--- config.mk ---
export PLATFORM = sky130hd
export DESIGN_NAME = mtrr_memory_type_resolver_flat
export DESIGN_NICKNAME = d
export VERILOG_FILES = /design/src/hw/rtl/mtrr_pkg.sv /design/src/hw/rtl/mtrr_in_if.sv /design/src/hw/rtl/mtrr_out_if.sv /design/src/hw/rtl/mtrr_dp.sv /design/src/hw/rtl/mtrr_ctrl.sv /design/src/hw/rtl/mtrr_memory_type_resolver.sv /design/src/flat_wrapper.sv
export SDC_FILE = /design/constraint.sdc
export NUM_CORES = 1
export LEC_CHECK = 0
export ABC_AREA = 1
export BUFFER_PORTS_ARGS = -buffer_cell sky130_fd_sc_hd__clkbuf_2
export CORE_MARGIN = 4
export CORE_UTILIZATION = 35
export DETAILED_ROUTE_END_ITERATION = 7
export PLACE_DENSITY = 0.54
export SLEW_MARGIN = 25
export SYNTH_ARGS = -nofsm -noshare
export SYNTH_HDL_FRONTEND = slang
export SYNTH_SLANG_ARGS = --single-unit
--- constraint.sdc ---
create_clock -name clk -period 4.5 [get_ports clk]
set_clock_uncertainty 0.1 [all_clocks]
set_input_delay 0.45 -clock clk [delete_from_list [all_inputs] [get_ports clk]]
set_output_delay 0.45 -clock clk [all_outputs]
set_load 0.02 [all_outputs]
--- src/hw/rtl/mtrr_pkg.sv ---
// mtrr_pkg: shared constants, codes, command/status structs and a helper
// function for the memory type resolver.
// No dependencies.
package mtrr_pkg;

  // Table and field geometry
  localparam int NUM_RANGES = 8;
  localparam int FRAME_W    = 36;
  localparam int ADDR_W     = 48;
  localparam int SIZE_W     = 31;
  localparam int TYPE_W     = 3;
  localparam int NUM_TYPES  = 1 << TYPE_W;
  localparam int RIDX_W     = 3;
  localparam int PAGE_SHIFT = 12;
  localparam int PAGE_CNT_W = SIZE_W + 1 - PAGE_SHIFT;

  localparam logic [PAGE_SHIFT-1:0] PAGE_OFFSET_MASK = '1;
  localparam logic [FRAME_W-1:0]    LOW_MEG_FRAMES   = FRAME_W'(36'h100);

  // Memory type codes
  localparam logic [TYPE_W-1:0] TYPE_UC = '0;

  // Request kinds
  localparam logic ACT_WRITE = 1'b0;
  localparam logic ACT_QUERY = 1'b1;

  // Configuration register map
  localparam int CFG_IDX_W  = 2;
  localparam int CFG_DATA_W = 3;

  typedef enum logic [CFG_IDX_W-1:0] {
    CFG_MTRR_EN  = 2'd0,
    CFG_FIX_EN   = 2'd1,
    CFG_FIX_SUP  = 2'd2,
    CFG_DEF_TYPE = 2'd3
  } cfg_idx_t;

  // Controller -> datapath
  typedef struct packed {
    logic load_query;
    logic write_range;
    logic step;
    logic load_result;
  } ctrl_cmd_t;

  // Datapath -> controller
  typedef struct packed {
    logic skip;       // query needs no page walk (disabled or zero length)
    logic last_page;  // current page is the last one of the region
    logic page_uc;    // current page classifies as uncacheable
  } dp_status_t;

  // Smallest type code present in a type set; empty set gives uncacheable
  function automatic logic [TYPE_W-1:0] lowest_type(input logic [NUM_TYPES-1:0] set);
    logic [TYPE_W-1:0] res;
    res = TYPE_UC;
    for (int t = NUM_TYPES - 1; t >= 0; t--) begin
      if (set[t]) begin
        res = TYPE_W'(t);
      end
    end
    return res;
  endfunction

endpackage

--- src/hw/rtl/mtrr_in_if.sv ---
// mtrr_in_if: request channel of the memory type resolver.
// Depends on mtrr_pkg.
interface mtrr_in_if
  import mtrr_pkg::*;
();
  logic                 valid;
  logic                 ready;
  logic                 action;
  logic [RIDX_W-1:0]    range_index;
  logic [FRAME_W-1:0]   range_base_frame;
  logic [FRAME_W-1:0]   range_mask_frame;
  logic [TYPE_W-1:0]    range_type;
  logic                 range_valid;
  logic [ADDR_W-1:0]    query_address;
  logic [SIZE_W-1:0]    query_size;

  modport source (
    output valid, action, range_index, range_base_frame, range_mask_frame,
           range_type, range_valid, query_address, query_size,
    input  ready
  );

  modport sink (
    input  valid, action, range_index, range_base_frame, range_mask_frame,
           range_type, range_valid, query_address, query_size,
    output ready
  );
endinterface

--- src/hw/rtl/mtrr_out_if.sv ---
// mtrr_out_if: result channel of the memory type resolver.
// Depends on mtrr_pkg.
interface mtrr_out_if
  import mtrr_pkg::*;
();
  logic              valid;
  logic              ready;
  logic [TYPE_W-1:0] memory_type;

  modport source (
    output valid, memory_type,
    input  ready
  );

  modport sink (
    input  valid, memory_type,
    output ready
  );
endinterface

--- src/hw/rtl/mtrr_dp.sv ---
// mtrr_dp: datapath of the resolver: range table lanes, config registers,
// page walker (frame and page counters), per-page classifier and result reg.
// Depends on mtrr_pkg.
module mtrr_dp
  import mtrr_pkg::*;
(
  input  logic                  clk,
  input  logic                  rst_n,
  // config port
  input  logic                  cfg_we,
  input  logic [CFG_IDX_W-1:0]  cfg_index,
  input  logic [CFG_DATA_W-1:0] cfg_wdata,
  // request payload
  input  logic [RIDX_W-1:0]     range_index,
  input  logic [FRAME_W-1:0]    range_base_frame,
  input  logic [FRAME_W-1:0]    range_mask_frame,
  input  logic [TYPE_W-1:0]     range_type,
  input  logic                  range_valid,
  input  logic [ADDR_W-1:0]     query_address,
  input  logic [SIZE_W-1:0]     query_size,
  // control
  input  ctrl_cmd_t             cmd,
  output dp_status_t            status,
  output logic [TYPE_W-1:0]     memory_type
);

  // Config registers
  logic              mtrr_en_r;
  logic              fix_en_r;
  logic              fix_sup_r;
  logic [TYPE_W-1:0] def_type_r;

  always_ff @(posedge clk) begin
    if (!rst_n) begin
      mtrr_en_r  <= 1'b0;
      fix_en_r   <= 1'b0;
      fix_sup_r  <= 1'b0;
      def_type_r <= TYPE_UC;
    end else if (cfg_we) begin
      unique case (cfg_idx_t'(cfg_index))
        CFG_MTRR_EN:  mtrr_en_r  <= cfg_wdata[0];
        CFG_FIX_EN:   fix_en_r   <= cfg_wdata[0];
        CFG_FIX_SUP:  fix_sup_r  <= cfg_wdata[0];
        CFG_DEF_TYPE: def_type_r <= cfg_wdata[TYPE_W-1:0];
        default: ;
      endcase
    end
  end

  // Range table: one lane per descriptor, all compared in parallel
  logic [FRAME_W-1:0] base_r  [NUM_RANGES];
  logic [FRAME_W-1:0] mask_r  [NUM_RANGES];
  logic [TYPE_W-1:0]  type_r  [NUM_RANGES];
  logic [NUM_RANGES-1:0] valid_r;

  for (genvar r = 0; r < NUM_RANGES; r++) begin : g_lane
    logic lane_we;
    // slots past the table never decode, so such writes drop
    assign lane_we = cmd.write_range && (int'(range_index) == r);

    always_ff @(posedge clk) begin
      if (!rst_n) begin
        valid_r[r] <= 1'b0;
      end else if (lane_we) begin
        valid_r[r] <= range_valid;
      end
    end

    always_ff @(posedge clk) begin
      if (lane_we) begin
        base_r[r] <= range_base_frame;
        mask_r[r] <= range_mask_frame;
        type_r[r] <= range_type;
      end
    end
  end

  // Page walker state
  logic [FRAME_W-1:0]    frame_r, frame_nxt;
  logic [PAGE_CNT_W-1:0] pages_r, pages_nxt;
  logic [NUM_TYPES-1:0]  acc_r, acc_nxt;
  logic [TYPE_W-1:0]     memory_type_r, memory_type_nxt;

  // Page count of the request: size rounded up to whole pages
  logic [SIZE_W:0]       size_rnd;
  logic [PAGE_CNT_W-1:0] req_pages;

  assign size_rnd  = {1'b0, query_size} + (SIZE_W + 1)'(PAGE_OFFSET_MASK);
  assign req_pages = size_rnd[SIZE_W:PAGE_SHIFT];

  // Classify the current page as a set of candidate type codes
  logic [NUM_RANGES-1:0] hit;
  logic [NUM_TYPES-1:0]  present;
  logic [NUM_TYPES-1:0]  page_set;
  logic                  low_meg;

  always_comb begin
    present = '0;
    for (int r = 0; r < NUM_RANGES; r++) begin
      hit[r] = valid_r[r] && (((frame_r ^ base_r[r]) & mask_r[r]) == '0);
      if (hit[r]) begin
        present = present | (NUM_TYPES'(1) << type_r[r]);
      end
    end
    low_meg = fix_sup_r && fix_en_r && (frame_r < LOW_MEG_FRAMES);
    if (low_meg) begin
      page_set = NUM_TYPES'(1) << TYPE_UC;
    end else if (|hit) begin
      page_set = present;
    end else begin
      page_set = NUM_TYPES'(1) << def_type_r;
    end
  end

  // Walker update
  always_comb begin
    frame_nxt       = frame_r;
    pages_nxt       = pages_r;
    acc_nxt         = acc_r;
    memory_type_nxt = memory_type_r;
    if (cmd.load_query) begin
      frame_nxt = query_address[ADDR_W-1:PAGE_SHIFT];
      pages_nxt = req_pages;
      acc_nxt   = '0;
    end else if (cmd.step) begin
      frame_nxt = frame_r + FRAME_W'(1);
      pages_nxt = pages_r - PAGE_CNT_W'(1);
      acc_nxt   = acc_r | page_set;
    end
    if (cmd.load_result) begin
      memory_type_nxt = lowest_type(acc_r);
    end
  end

  always_ff @(posedge clk) begin
    frame_r       <= frame_nxt;
    pages_r       <= pages_nxt;
    acc_r         <= acc_nxt;
    memory_type_r <= memory_type_nxt;
  end

  // Status to the controller
  assign status.skip      = !mtrr_en_r || (req_pages == '0);
  assign status.last_page = (pages_r == PAGE_CNT_W'(1));
  assign status.page_uc   = page_set[TYPE_UC];

  assign memory_type = memory_type_r;

endmodule

--- src/hw/rtl/mtrr_ctrl.sv ---
// mtrr_ctrl: controller state machine of the resolver: request handshake,
// page walk sequencing and the result register's valid flag.
// Depends on mtrr_pkg.
module mtrr_ctrl
  import mtrr_pkg::*;
(
  input  logic       clk,
  input  logic       rst_n,
  input  logic       in_valid,
  input  logic       in_action,
  output logic       in_ready,
  output logic       out_valid,
  input  logic       out_ready,
  input  dp_status_t status,
  output ctrl_cmd_t  cmd
);

  typedef enum logic [1:0] {
    S_IDLE,
    S_WALK,
    S_FINISH
  } state_t;

  state_t state_r, state_nxt;
  logic   out_valid_r, out_valid_nxt;

  always_comb begin
    state_nxt     = state_r;
    out_valid_nxt = out_valid_r && !out_ready;
    cmd           = '0;
    unique case (state_r)
      S_IDLE: begin
        if (in_valid) begin
          if (in_action == ACT_QUERY) begin
            cmd.load_query = 1'b1;
            state_nxt      = status.skip ? S_FINISH : S_WALK;
          end else begin
            cmd.write_range = 1'b1;
          end
        end
      end
      S_WALK: begin
        // one page per cycle; an uncacheable page settles the result
        cmd.step = 1'b1;
        if (status.last_page || status.page_uc) begin
          state_nxt = S_FINISH;
        end
      end
      S_FINISH: begin
        if (!out_valid_r || out_ready) begin
          cmd.load_result = 1'b1;
          out_valid_nxt   = 1'b1;
          state_nxt       = S_IDLE;
        end
      end
      default: state_nxt = S_IDLE;
    endcase
  end

  always_ff @(posedge clk) begin
    if (!rst_n) begin
      state_r     <= S_IDLE;
      out_valid_r <= 1'b0;
    end else begin
      state_r     <= state_nxt;
      out_valid_r <= out_valid_nxt;
    end
  end

  assign in_ready  = (state_r == S_IDLE);
  assign out_valid = out_valid_r;

endmodule

--- src/hw/rtl/mtrr_memory_type_resolver.sv ---
// Memory type resolver: holds NUM_RANGES variable range descriptors and
// resolves the memory type of a queried byte region page by page. A write
// request loads one descriptor and gives no result. A query walks its region
// in 4 KiB pages: every page is checked against all ranges at once by the
// single page classifier, and the walk stops early at the first uncacheable
// page. A zero-length query or one issued while typing is disabled skips the
// walk. The next request is taken once the result sits in the output
// register, even if it is not yet taken.
// Depends on mtrr_pkg, mtrr_in_if, mtrr_out_if, mtrr_ctrl and mtrr_dp.
module mtrr_memory_type_resolver
  import mtrr_pkg::*;
(
  input  logic                  clk,
  input  logic                  rst_n,
  mtrr_in_if.sink               in_ch,
  mtrr_out_if.source            out_ch,
  input  logic                  cfg_we,
  input  logic [CFG_IDX_W-1:0]  cfg_index,
  input  logic [CFG_DATA_W-1:0] cfg_wdata
);

  ctrl_cmd_t  cmd;
  dp_status_t status;

  // Sequencer
  mtrr_ctrl u_ctrl (
    .clk       (clk),
    .rst_n     (rst_n),
    .in_valid  (in_ch.valid),
    .in_action (in_ch.action),
    .in_ready  (in_ch.ready),
    .out_valid (out_ch.valid),
    .out_ready (out_ch.ready),
    .status    (status),
    .cmd       (cmd)
  );

  // Range table and page walker
  mtrr_dp u_dp (
    .clk              (clk),
    .rst_n            (rst_n),
    .cfg_we           (cfg_we),
    .cfg_index        (cfg_index),
    .cfg_wdata        (cfg_wdata),
    .range_index      (in_ch.range_index),
    .range_base_frame (in_ch.range_base_frame),
    .range_mask_frame (in_ch.range_mask_frame),
    .range_type       (in_ch.range_type),
    .range_valid      (in_ch.range_valid),
    .query_address    (in_ch.query_address),
    .query_size       (in_ch.query_size),
    .cmd              (cmd),
    .status           (status),
    .memory_type      (out_ch.memory_type)
  );

  // A query occupies the block: no new request the cycle after it
  a_query_busy: assert property (@(posedge clk) disable iff (!rst_n)
    (in_ch.valid && in_ch.ready && in_ch.action == ACT_QUERY) |=> !in_ch.ready)
    else $error("request taken right after a query");

  // A descriptor write never produces a result
  a_write_no_result: assert property (@(posedge clk) disable iff (!rst_n)
    (in_ch.valid && in_ch.ready && in_ch.action == ACT_WRITE && !out_ch.valid)
      |=> !out_ch.valid)
    else $error("result raised by a descriptor write");

  // Query load, descriptor write, walk step and result load never overlap
  a_cmd_excl: assert property (@(posedge clk) disable iff (!rst_n)
    $onehot0({cmd.load_query, cmd.write_range, cmd.step, cmd.load_result}))
    else $error("conflicting datapath commands");

endmodule

--- src/flat_wrapper.sv ---
// flat-port wrapper written by rule: the top's interface ports become plain ports
module mtrr_memory_type_resolver_flat import mtrr_pkg::*;
  (clk, rst_n, cfg_we, cfg_index, cfg_wdata, in_ch_valid, in_ch_action, in_ch_range_index, in_ch_range_base_frame, in_ch_range_mask_frame, in_ch_range_type, in_ch_range_valid, in_ch_query_address, in_ch_query_size, in_ch_ready, out_ch_valid, out_ch_memory_type, out_ch_ready);
  mtrr_in_if in_ch_i ();
  mtrr_out_if out_ch_i ();
  input  logic clk;
  input  logic rst_n;
  input  logic cfg_we;
  input  logic [CFG_IDX_W-1:0] cfg_index;
  input  logic [CFG_DATA_W-1:0] cfg_wdata;
  input wire logic [$bits(in_ch_i.valid)-1:0] in_ch_valid;
  input wire logic [$bits(in_ch_i.action)-1:0] in_ch_action;
  input wire logic [$bits(in_ch_i.range_index)-1:0] in_ch_range_index;
  input wire logic [$bits(in_ch_i.range_base_frame)-1:0] in_ch_range_base_frame;
  input wire logic [$bits(in_ch_i.range_mask_frame)-1:0] in_ch_range_mask_frame;
  input wire logic [$bits(in_ch_i.range_type)-1:0] in_ch_range_type;
  input wire logic [$bits(in_ch_i.range_valid)-1:0] in_ch_range_valid;
  input wire logic [$bits(in_ch_i.query_address)-1:0] in_ch_query_address;
  input wire logic [$bits(in_ch_i.query_size)-1:0] in_ch_query_size;
  output wire logic [$bits(in_ch_i.ready)-1:0] in_ch_ready;
  output wire logic [$bits(out_ch_i.valid)-1:0] out_ch_valid;
  output wire logic [$bits(out_ch_i.memory_type)-1:0] out_ch_memory_type;
  input wire logic [$bits(out_ch_i.ready)-1:0] out_ch_ready;
  assign in_ch_i.valid = in_ch_valid;
  assign in_ch_i.action = in_ch_action;
  assign in_ch_i.range_index = in_ch_range_index;
  assign in_ch_i.range_base_frame = in_ch_range_base_frame;
  assign in_ch_i.range_mask_frame = in_ch_range_mask_frame;
  assign in_ch_i.range_type = in_ch_range_type;
  assign in_ch_i.range_valid = in_ch_range_valid;
  assign in_ch_i.query_address = in_ch_query_address;
  assign in_ch_i.query_size = in_ch_query_size;
  assign in_ch_ready = in_ch_i.ready;
  assign out_ch_valid = out_ch_i.valid;
  assign out_ch_memory_type = out_ch_i.memory_type;
  assign out_ch_i.ready = out_ch_ready;
  mtrr_memory_type_resolver u_core (.clk(clk), .rst_n(rst_n), .in_ch(in_ch_i), .out_ch(out_ch_i), .cfg_we(cfg_we), .cfg_index(cfg_index), .cfg_wdata(cfg_wdata));
endmodule
* After elaboration in Yosys (flattened, before gate mapping)
Memories as Yosys holds them, arrays and structs flattened. Cells that the tools add are included.
Operators by class: add/subtract/negate cells 3, magnitude comparators 1, equality and inequality tests 17, shift operators 9, multiplexer cells 115, bitwise operators 24, reductions and logical operators 67
Operators by type and width (number):
- 2-to-1 mux 36 bit | 16
- OR reduction 36 bit | 14
- bitwise AND 36 bit | 8
- logical NOT 36 bit | 8
- bitwise XOR 36 bit | 8
- 2-to-1 mux 3 bit | 32
- 2-to-1 mux 8 bit | 10
- left shift 1 x 3 -> 8 bit, first input constant | 9
- OR 8 bit | 8
- 2-to-1 mux 1 bit | 45
- 2-to-1 mux 20 bit | 2
- adder 36 x 1 -> 36 bit, second input constant | 1
- less-than comparator 36 x 9 -> 1 bit, second input constant | 1
- adder 31 x 12 -> 32 bit, second input constant | 1
- OR reduction 3 bit | 7
- == test 20 x 1 -> 1 bit, second input constant | 1
- logical NOT 20 bit | 1
- subtractor 20 x 1 -> 20 bit, second input constant | 1
- logical AND 1 bit | 19
- 2-to-1 mux 2 bit | 9
- == test 3 bit, second input constant | 4
- != test 2 bit, second input constant | 4
- AND reduction 2 bit | 4
- OR reduction 8 bit | 1
- other kinds (13) | 22
Storage, ports and cells: register bits after elaboration 84, memory bits (writable) 600, input port bits 169, output and inout port bits 5, word-level logic and storage cells 259, memories kept 3
Memories:
- u_core.u_dp.base_r | words 8, bits a word 36, read ports 8, clocked after memory_dff 0, wr ports 1, line mtrr_dp.sv:51 | logic [FRAME_W-1:0] base_r [NUM_RANGES];
- u_core.u_dp.mask_r | words 8, bits a word 36, read ports 8, clocked after memory_dff 0, wr ports 1, line mtrr_dp.sv:52 | logic [FRAME_W-1:0] mask_r [NUM_RANGES];
- u_core.u_dp.type_r | words 8, bits a word 3, read ports 8, clocked after memory_dff 0, wr ports 1, line mtrr_dp.sv:53 | logic [TYPE_W-1:0] type_r [NUM_RANGES];

* Logic depth before layout (Yosys ltp)
An unclocked memory read counts as a cell.
depth in word-level cells 25, gate-level depth with buffers 19, depth with buffers taken out 18

* Modules after synthesis
Synthesis repeated with hierarchy kept, for this count alone.
Second synthesis, totals: cell total of the unflattened synthesis 3374, area, all modules 31945.6 µm²
By module, submodules not included:
- mtrr_dp | times used 1, cells each 3343, area an instance 31751.7 µm², sequential area each 20229.4 µm²
- mtrr_ctrl | times used 1, cells each 31, area an instance 193.9 µm², sequential area each 60.1 µm²

* Worst setup path before layout
OpenSTA, ideal clock, no wires.
path type reg2reg, start point register u_core.u_ctrl.state_r[1], end point memory u_core.u_dp.base_r[0][0] (enable), setup time 0.510 ns, arrival 4.336 ns, required time 3.890 ns, setup slack -0.446 ns, cell stages (with the launch flop) 6, path buffers 0, clock period less this slack 4.946 ns, path through dfxtp_1 -> nor2_1 -> inv_1 -> nor4_1 -> inv_1 -> nor2_1
Between the ends: elaborated cells between the ends (all ways) 47, those cells by class mux (31); reduce/logical (16)
RTL lines:
- from (decl) | line mtrr_ctrl.sv:24 | state_t state_r, state_nxt;
- from (signal assigned) | line mtrr_ctrl.sv:65 | state_r <= state_nxt;
- logical NOT 2 bit
- net in_ch_ready | line flat_wrapper.sv:20 | output wire logic [$bits(in_ch_i.ready)-1:0] in_ch_ready;
- 2-to-1 mux 2 bit | line mtrr_ctrl.sv:31 | unique case (state_r)
- logical AND 1 bit | line mtrr_dp.sv:59 | assign lane_we = cmd.write_range && (int'(range_index) == r);
- net u_core.u_dp.g_lane[0].lane_we | line mtrr_dp.sv:57 | logic lane_we;
- 2-to-1 mux 1 bit | line mtrr_dp.sv:70 | if (lane_we) begin
- 2-to-1 mux 1 bit (not written as such) | line mtrr_dp.sv:71 | base_r[r] <= range_base_frame;
- 2-to-1 mux 1 bit (no line) (7 in a row)
- to (decl) | line mtrr_dp.sv:51
The timed path passes the listed nets, and every way through them passes these cells.

* Worst setup path after layout
start point register u_core.u_dp.frame_r[1], end point register u_core.u_dp.frame_r[32] (data pin)
Between the ends: cells in the longest elaborated chain, start to end 3
RTL lines:
- from (decl) | line mtrr_dp.sv:79 | logic [FRAME_W-1:0] frame_r, frame_nxt;
- from (signal assigned) | line mtrr_dp.sv:136 | frame_r <= frame_nxt;
- adder 36 x 1 -> 36 bit | line mtrr_dp.sv:126 | frame_nxt = frame_r + FRAME_W'(1);
- 2-to-1 mux 36 bit | line mtrr_dp.sv:125 | end else if (cmd.step) begin
- 2-to-1 mux 36 bit | line mtrr_dp.sv:121 | if (cmd.load_query) begin
- net u_core.u_dp.frame_nxt[32] | line mtrr_dp.sv:79
The timed path passes the listed nets, and every way through them passes these cells. The select of a mux whose other input is x is not followed. A chain may end at the register's enable or synchronous reset.

==> flow_summary.json <==
{
  "outcome": "finished, final reports clean",
  "worst_r2r_startpoint": "u_core.u_dp.frame_r[1]",
  "dpl-instance-area_sq_um": 33700,
  "ctsHoldBuffers": 29,
  "design_power_total_mw": 14.4,
  "grt_first_pass_wirelength_um": 146000,
  "fin_util_pct": 41.0,
  "cts_made_buffers": 77,
  "number_of_antenna_violations_at_the_first_check_in_global_routing": 6,
  "yosysWarningCount": 0,
  "post_cts.resized_instances": 0,
  "detailroute.via_count": 23317,
  "drive_gt1_share_pct": 11.8,
  "core_area_sq_um": 88800,
  "ffs_latches_synth": 684,
  "dr.pass1.iters": 5,
  "relSlewSlack_pct": 31.9,
  "critical_path_arrival_ns": 3.73,
  "met3_usage_pct": 4.06,
  "detail-route-antenna-nets": 0,
  "detailed_place_hpwl_um": 76300,
  "fin_nets": 3605,
  "setup_repair_after_global_routing_missed_its_margin": "no",
  "power.static_leakage_nw": 14.6,
  "first_iter_violations": 2432,
  "post_drt_wl_per_cell_um": 22.1,
  "synth.avg_cell_area_sq_um": 9.81,
  "floorplan.die.height_um": 308,
  "cts.sink_count": 684,
  "finish.instance_area_sq_um": 36400,
  "cts_tree": "done",
  "total_grt_overflow": 0,
  "die-area_sq_um": 94600,
  "maxCapViolations": 0,
  "number_of_i_o_port_buffers": 161,
  "route.detailed.drc": 0,
  "rr_worst_depth": 15,
  "cts_max_path_buffers": 3,
  "chipWidth_um": 308,
  "start_util_pct": 35.4,
  "synth_compound_gate_area_share_pct": 1.96,
  "route.final.wire_length_um": 103000,
  "r2r_end": "u_core.u_dp.frame_r[32]",
  "tightest_slew_ns": 1.02,
  "cts_setup_buffers": 0,
  "finalSetupViolations": 0,
  "max_clock_freq_ghz": 0.290,
  "synth_sequential_area_ratio_pct": 64.6,
  "critical_path.startpoint_type": "flip-flop",
  "ports": 174,
  "synthesis.area_sq_um": 31400,
  "critical_path_fanout_max": 17,
  "worst_hold_path.num_cells": 1,
  "setup.worst_path.end_class": "flip-flop",
  "globalplace.congestion": 0.935,
  "peak_supply_drop_mv": 0.241,
  "grt-busiest-layer": "met2",
  "timing.final.ws_setup_ns": 1.05,
  "synth_top_family_by_area": "simple AND/OR/NAND/NOR gates",
  "area_growth_syn_to_layout_pct": 15.8,
  "synth_xor_xnor_area_share_pct": 1.20,
  "final-max-slew-violation-count": 0,
  "grt_max_degree": 79,
  "cts-root-buf": "clkbuf_16",
  "hold-path-endpoint": "u_core.u_dp.base_r[0][11]",
  "rows": 109,
  "min-delay-path-class": "in -> reg",
  "global_route.usage.met2_pct": 34.3,
  "vias_in_the_first_global_route": 21432,
  "worst_path_required_time_ns": 4.78,
  "arithmetic_cell_share_of_the_synthesized_area_counting_full_adders_half_adders_and_majority_gates_pct": 0.119,
  "period_needed_ns": 3.45,
  "via_per_inst": 5.00,
  "final_hold_viol_count": 0,
  "grt_util_overall_pct": 21.4,
  "worstSkewPairLatency_ns": 0.64,
  "synth.lib_cells_used.distinct": 43,
  "synth.mux.area_fraction_pct": 0,
  "crit_type": "reg -> reg",
  "yosys.area_share.simple_pct": 26.6,
  "power-per-cell-area_nw_per_um2": 396,
  "global_route.usage.met1_pct": 29.2,
  "worst_setup_hold_path_clk_slew_ns": 0.06,
  "hold_start": "in_ch_range_base_frame[11]",
  "ff2ff_setup_slack_ns": 1.05,
  "synth_nets": 3374,
  "final_min_period_over_clock_period_pct": 76.7,
  "post-place-ws_ns": 1.11,
  "netlist_instances": 3202,
  "number_of_levels_the_h_tree_was_split_into": 3
}
==> flip-flops by register name, indices dropped and copies added, names as in the netlist <==
register,count
u_core.u_ctrl.out_valid,1
u_core.u_ctrl.state_r,2
u_core.u_dp.acc_r,8
u_core.u_dp.base_r,288
u_core.u_dp.def_type_r,3
u_core.u_dp.fix_en_r,1
u_core.u_dp.fix_sup_r,1
u_core.u_dp.frame_r,36
u_core.u_dp.mask_r,288
u_core.u_dp.memory_type,3
u_core.u_dp.mtrr_en_r,1
u_core.u_dp.pages_r,20
u_core.u_dp.type_r,24
u_core.u_dp.valid_r,8
==> layer usage <==
metal,part of all wire [%],vias to the layer above
met5,0.030,-
met4,3.8,4
met3,8.1,175
met2,45,942
met1,43,11056
li1,-,11140
==> cell usage after synthesis, drive strengths merged <==
master	instances	area share, %
a21oi	22	0.35
nor3	46	0.80
xnor2	10	0.28
xor2	33	0.92
nor2	370	4.7
or2	74	1.5
buf	48	1.0
nor4	16	0.43
inv	364	4.3
clkinv	9	0.11
nand3b	10	0.24
ha	3	0.12
and3	1	0.020
o21a	1	0.024
a21boi	1	0.024
and2	2	0.040
nand3	357	5.8
clkbuf	9	0.11
nand4	59	1.2
edfxtp	659	63
a31oi	14	0.28
o31ai	6	0.14
nand2	993	12
dfxtp	25	1.6
a221oi	1	0.028
o21ai	67	1.1
o211ai	2	0.048
==> kinds of logic after synthesis <==
logic type               count (synthesis)
AND/OR/NAND/NOR                       1928
AO/OA/AOI/OAI                          114
buffers and inverters                  430
flip-flops                             684
adder cells (fa/ha/maj)                  3
XOR/XNOR                                43
==> where the power goes <==
part / switching, mW / total (mW) / internal, mW
sequential: 0.160 / 7.29 / 7.13
clock: 2.62 / 6.10 / 3.48
combinational: 0.730 / 1.02 / 0.288
==> worst max-delay path, stage by stage (launching register included) <==
cell and delay, ns:
edfxtp_1 0.72, ha_1 0.32, nand2_2 0.08, nor2_4 0.15, nand3_4 0.11, nor2_4 0.13
inv_2 0.06, nor2_4 0.14, inv_2 0.07, nor2_4 0.11, nand3_2 0.11, nor4_2 0.50
nand3_1 0.24, xor2_1 0.20, nand2_1 0.07, nand2_1 0.05
==> stage by stage <==
step / TNS (ns) / hold slack [ns] / std cells
floorplan: -135.40 / 0.349 / 3202
global placement: 0 / 0.369 / 4490
detailed placement: 0 / 0.372 / 4490
CTS: 0 / 0.000103 / 4660
global route: 0 / 0.00846 / 4661
finish: 0 / 0.0205 / 4664
==> placed cells by master, fill, tap and decap left out, drive strengths merged, types with 2 or more instances in the layout <==
| cell type | count |
|---|---|
| a21oi | 22 |
| a31oi | 14 |
| and2 | 2 |
| buf | 19 |
| bufinv | 4 |
| clkbuf | 257 |
| clkinv | 44 |
| dfxtp | 25 |
| diode | 4 |
| dlygate4sd3 | 29 |
| edfxtp | 659 |
| ha | 3 |
| inv | 369 |
| nand2 | 993 |
| nand3 | 357 |
| nand3b | 10 |
| nand4 | 59 |
| nor2 | 370 |
| nor3 | 46 |
| nor4 | 16 |
| o211ai | 2 |
| o21ai | 67 |
| o31ai | 6 |
| or2 | 74 |
| xnor2 | 10 |
| xor2 | 33 |
==> area by class of cell <==
class                      instances  area, sq um
inverter                         373         1400
timing repair buffer             209         1340
clock buffer                      96         2050
fill                            8573        52400
antenna                            4         10.0
tap                             1165         1460
clock inverter                    45          375
multi-input combinational       2088         9460
sequential                       684        20300
==> worst max-delay path by stage <==
stage,startpoint,end,slack (ns),cells after the start
final,u_core.u_dp.frame_r[1],u_core.u_dp.frame_r[32],1.05,15
after global routing,u_core.u_dp.frame_r[27],u_core.u_dp.acc_r[6],0.84,15
after CTS,u_core.u_dp.frame_r[1],u_core.u_dp.frame_r[32],1.09,15
after detailed placement,u_core.u_dp.frame_r[27],u_core.u_dp.acc_r[7],1.11,15
after global placement,u_core.u_dp.frame_r[1],u_core.u_dp.frame_r[32],1.14,15
after floorplan,u_core.u_ctrl.state_r[1],u_core.u_dp.base_r[0][0],-0.45,5
(Power assumes the default switching activity.)
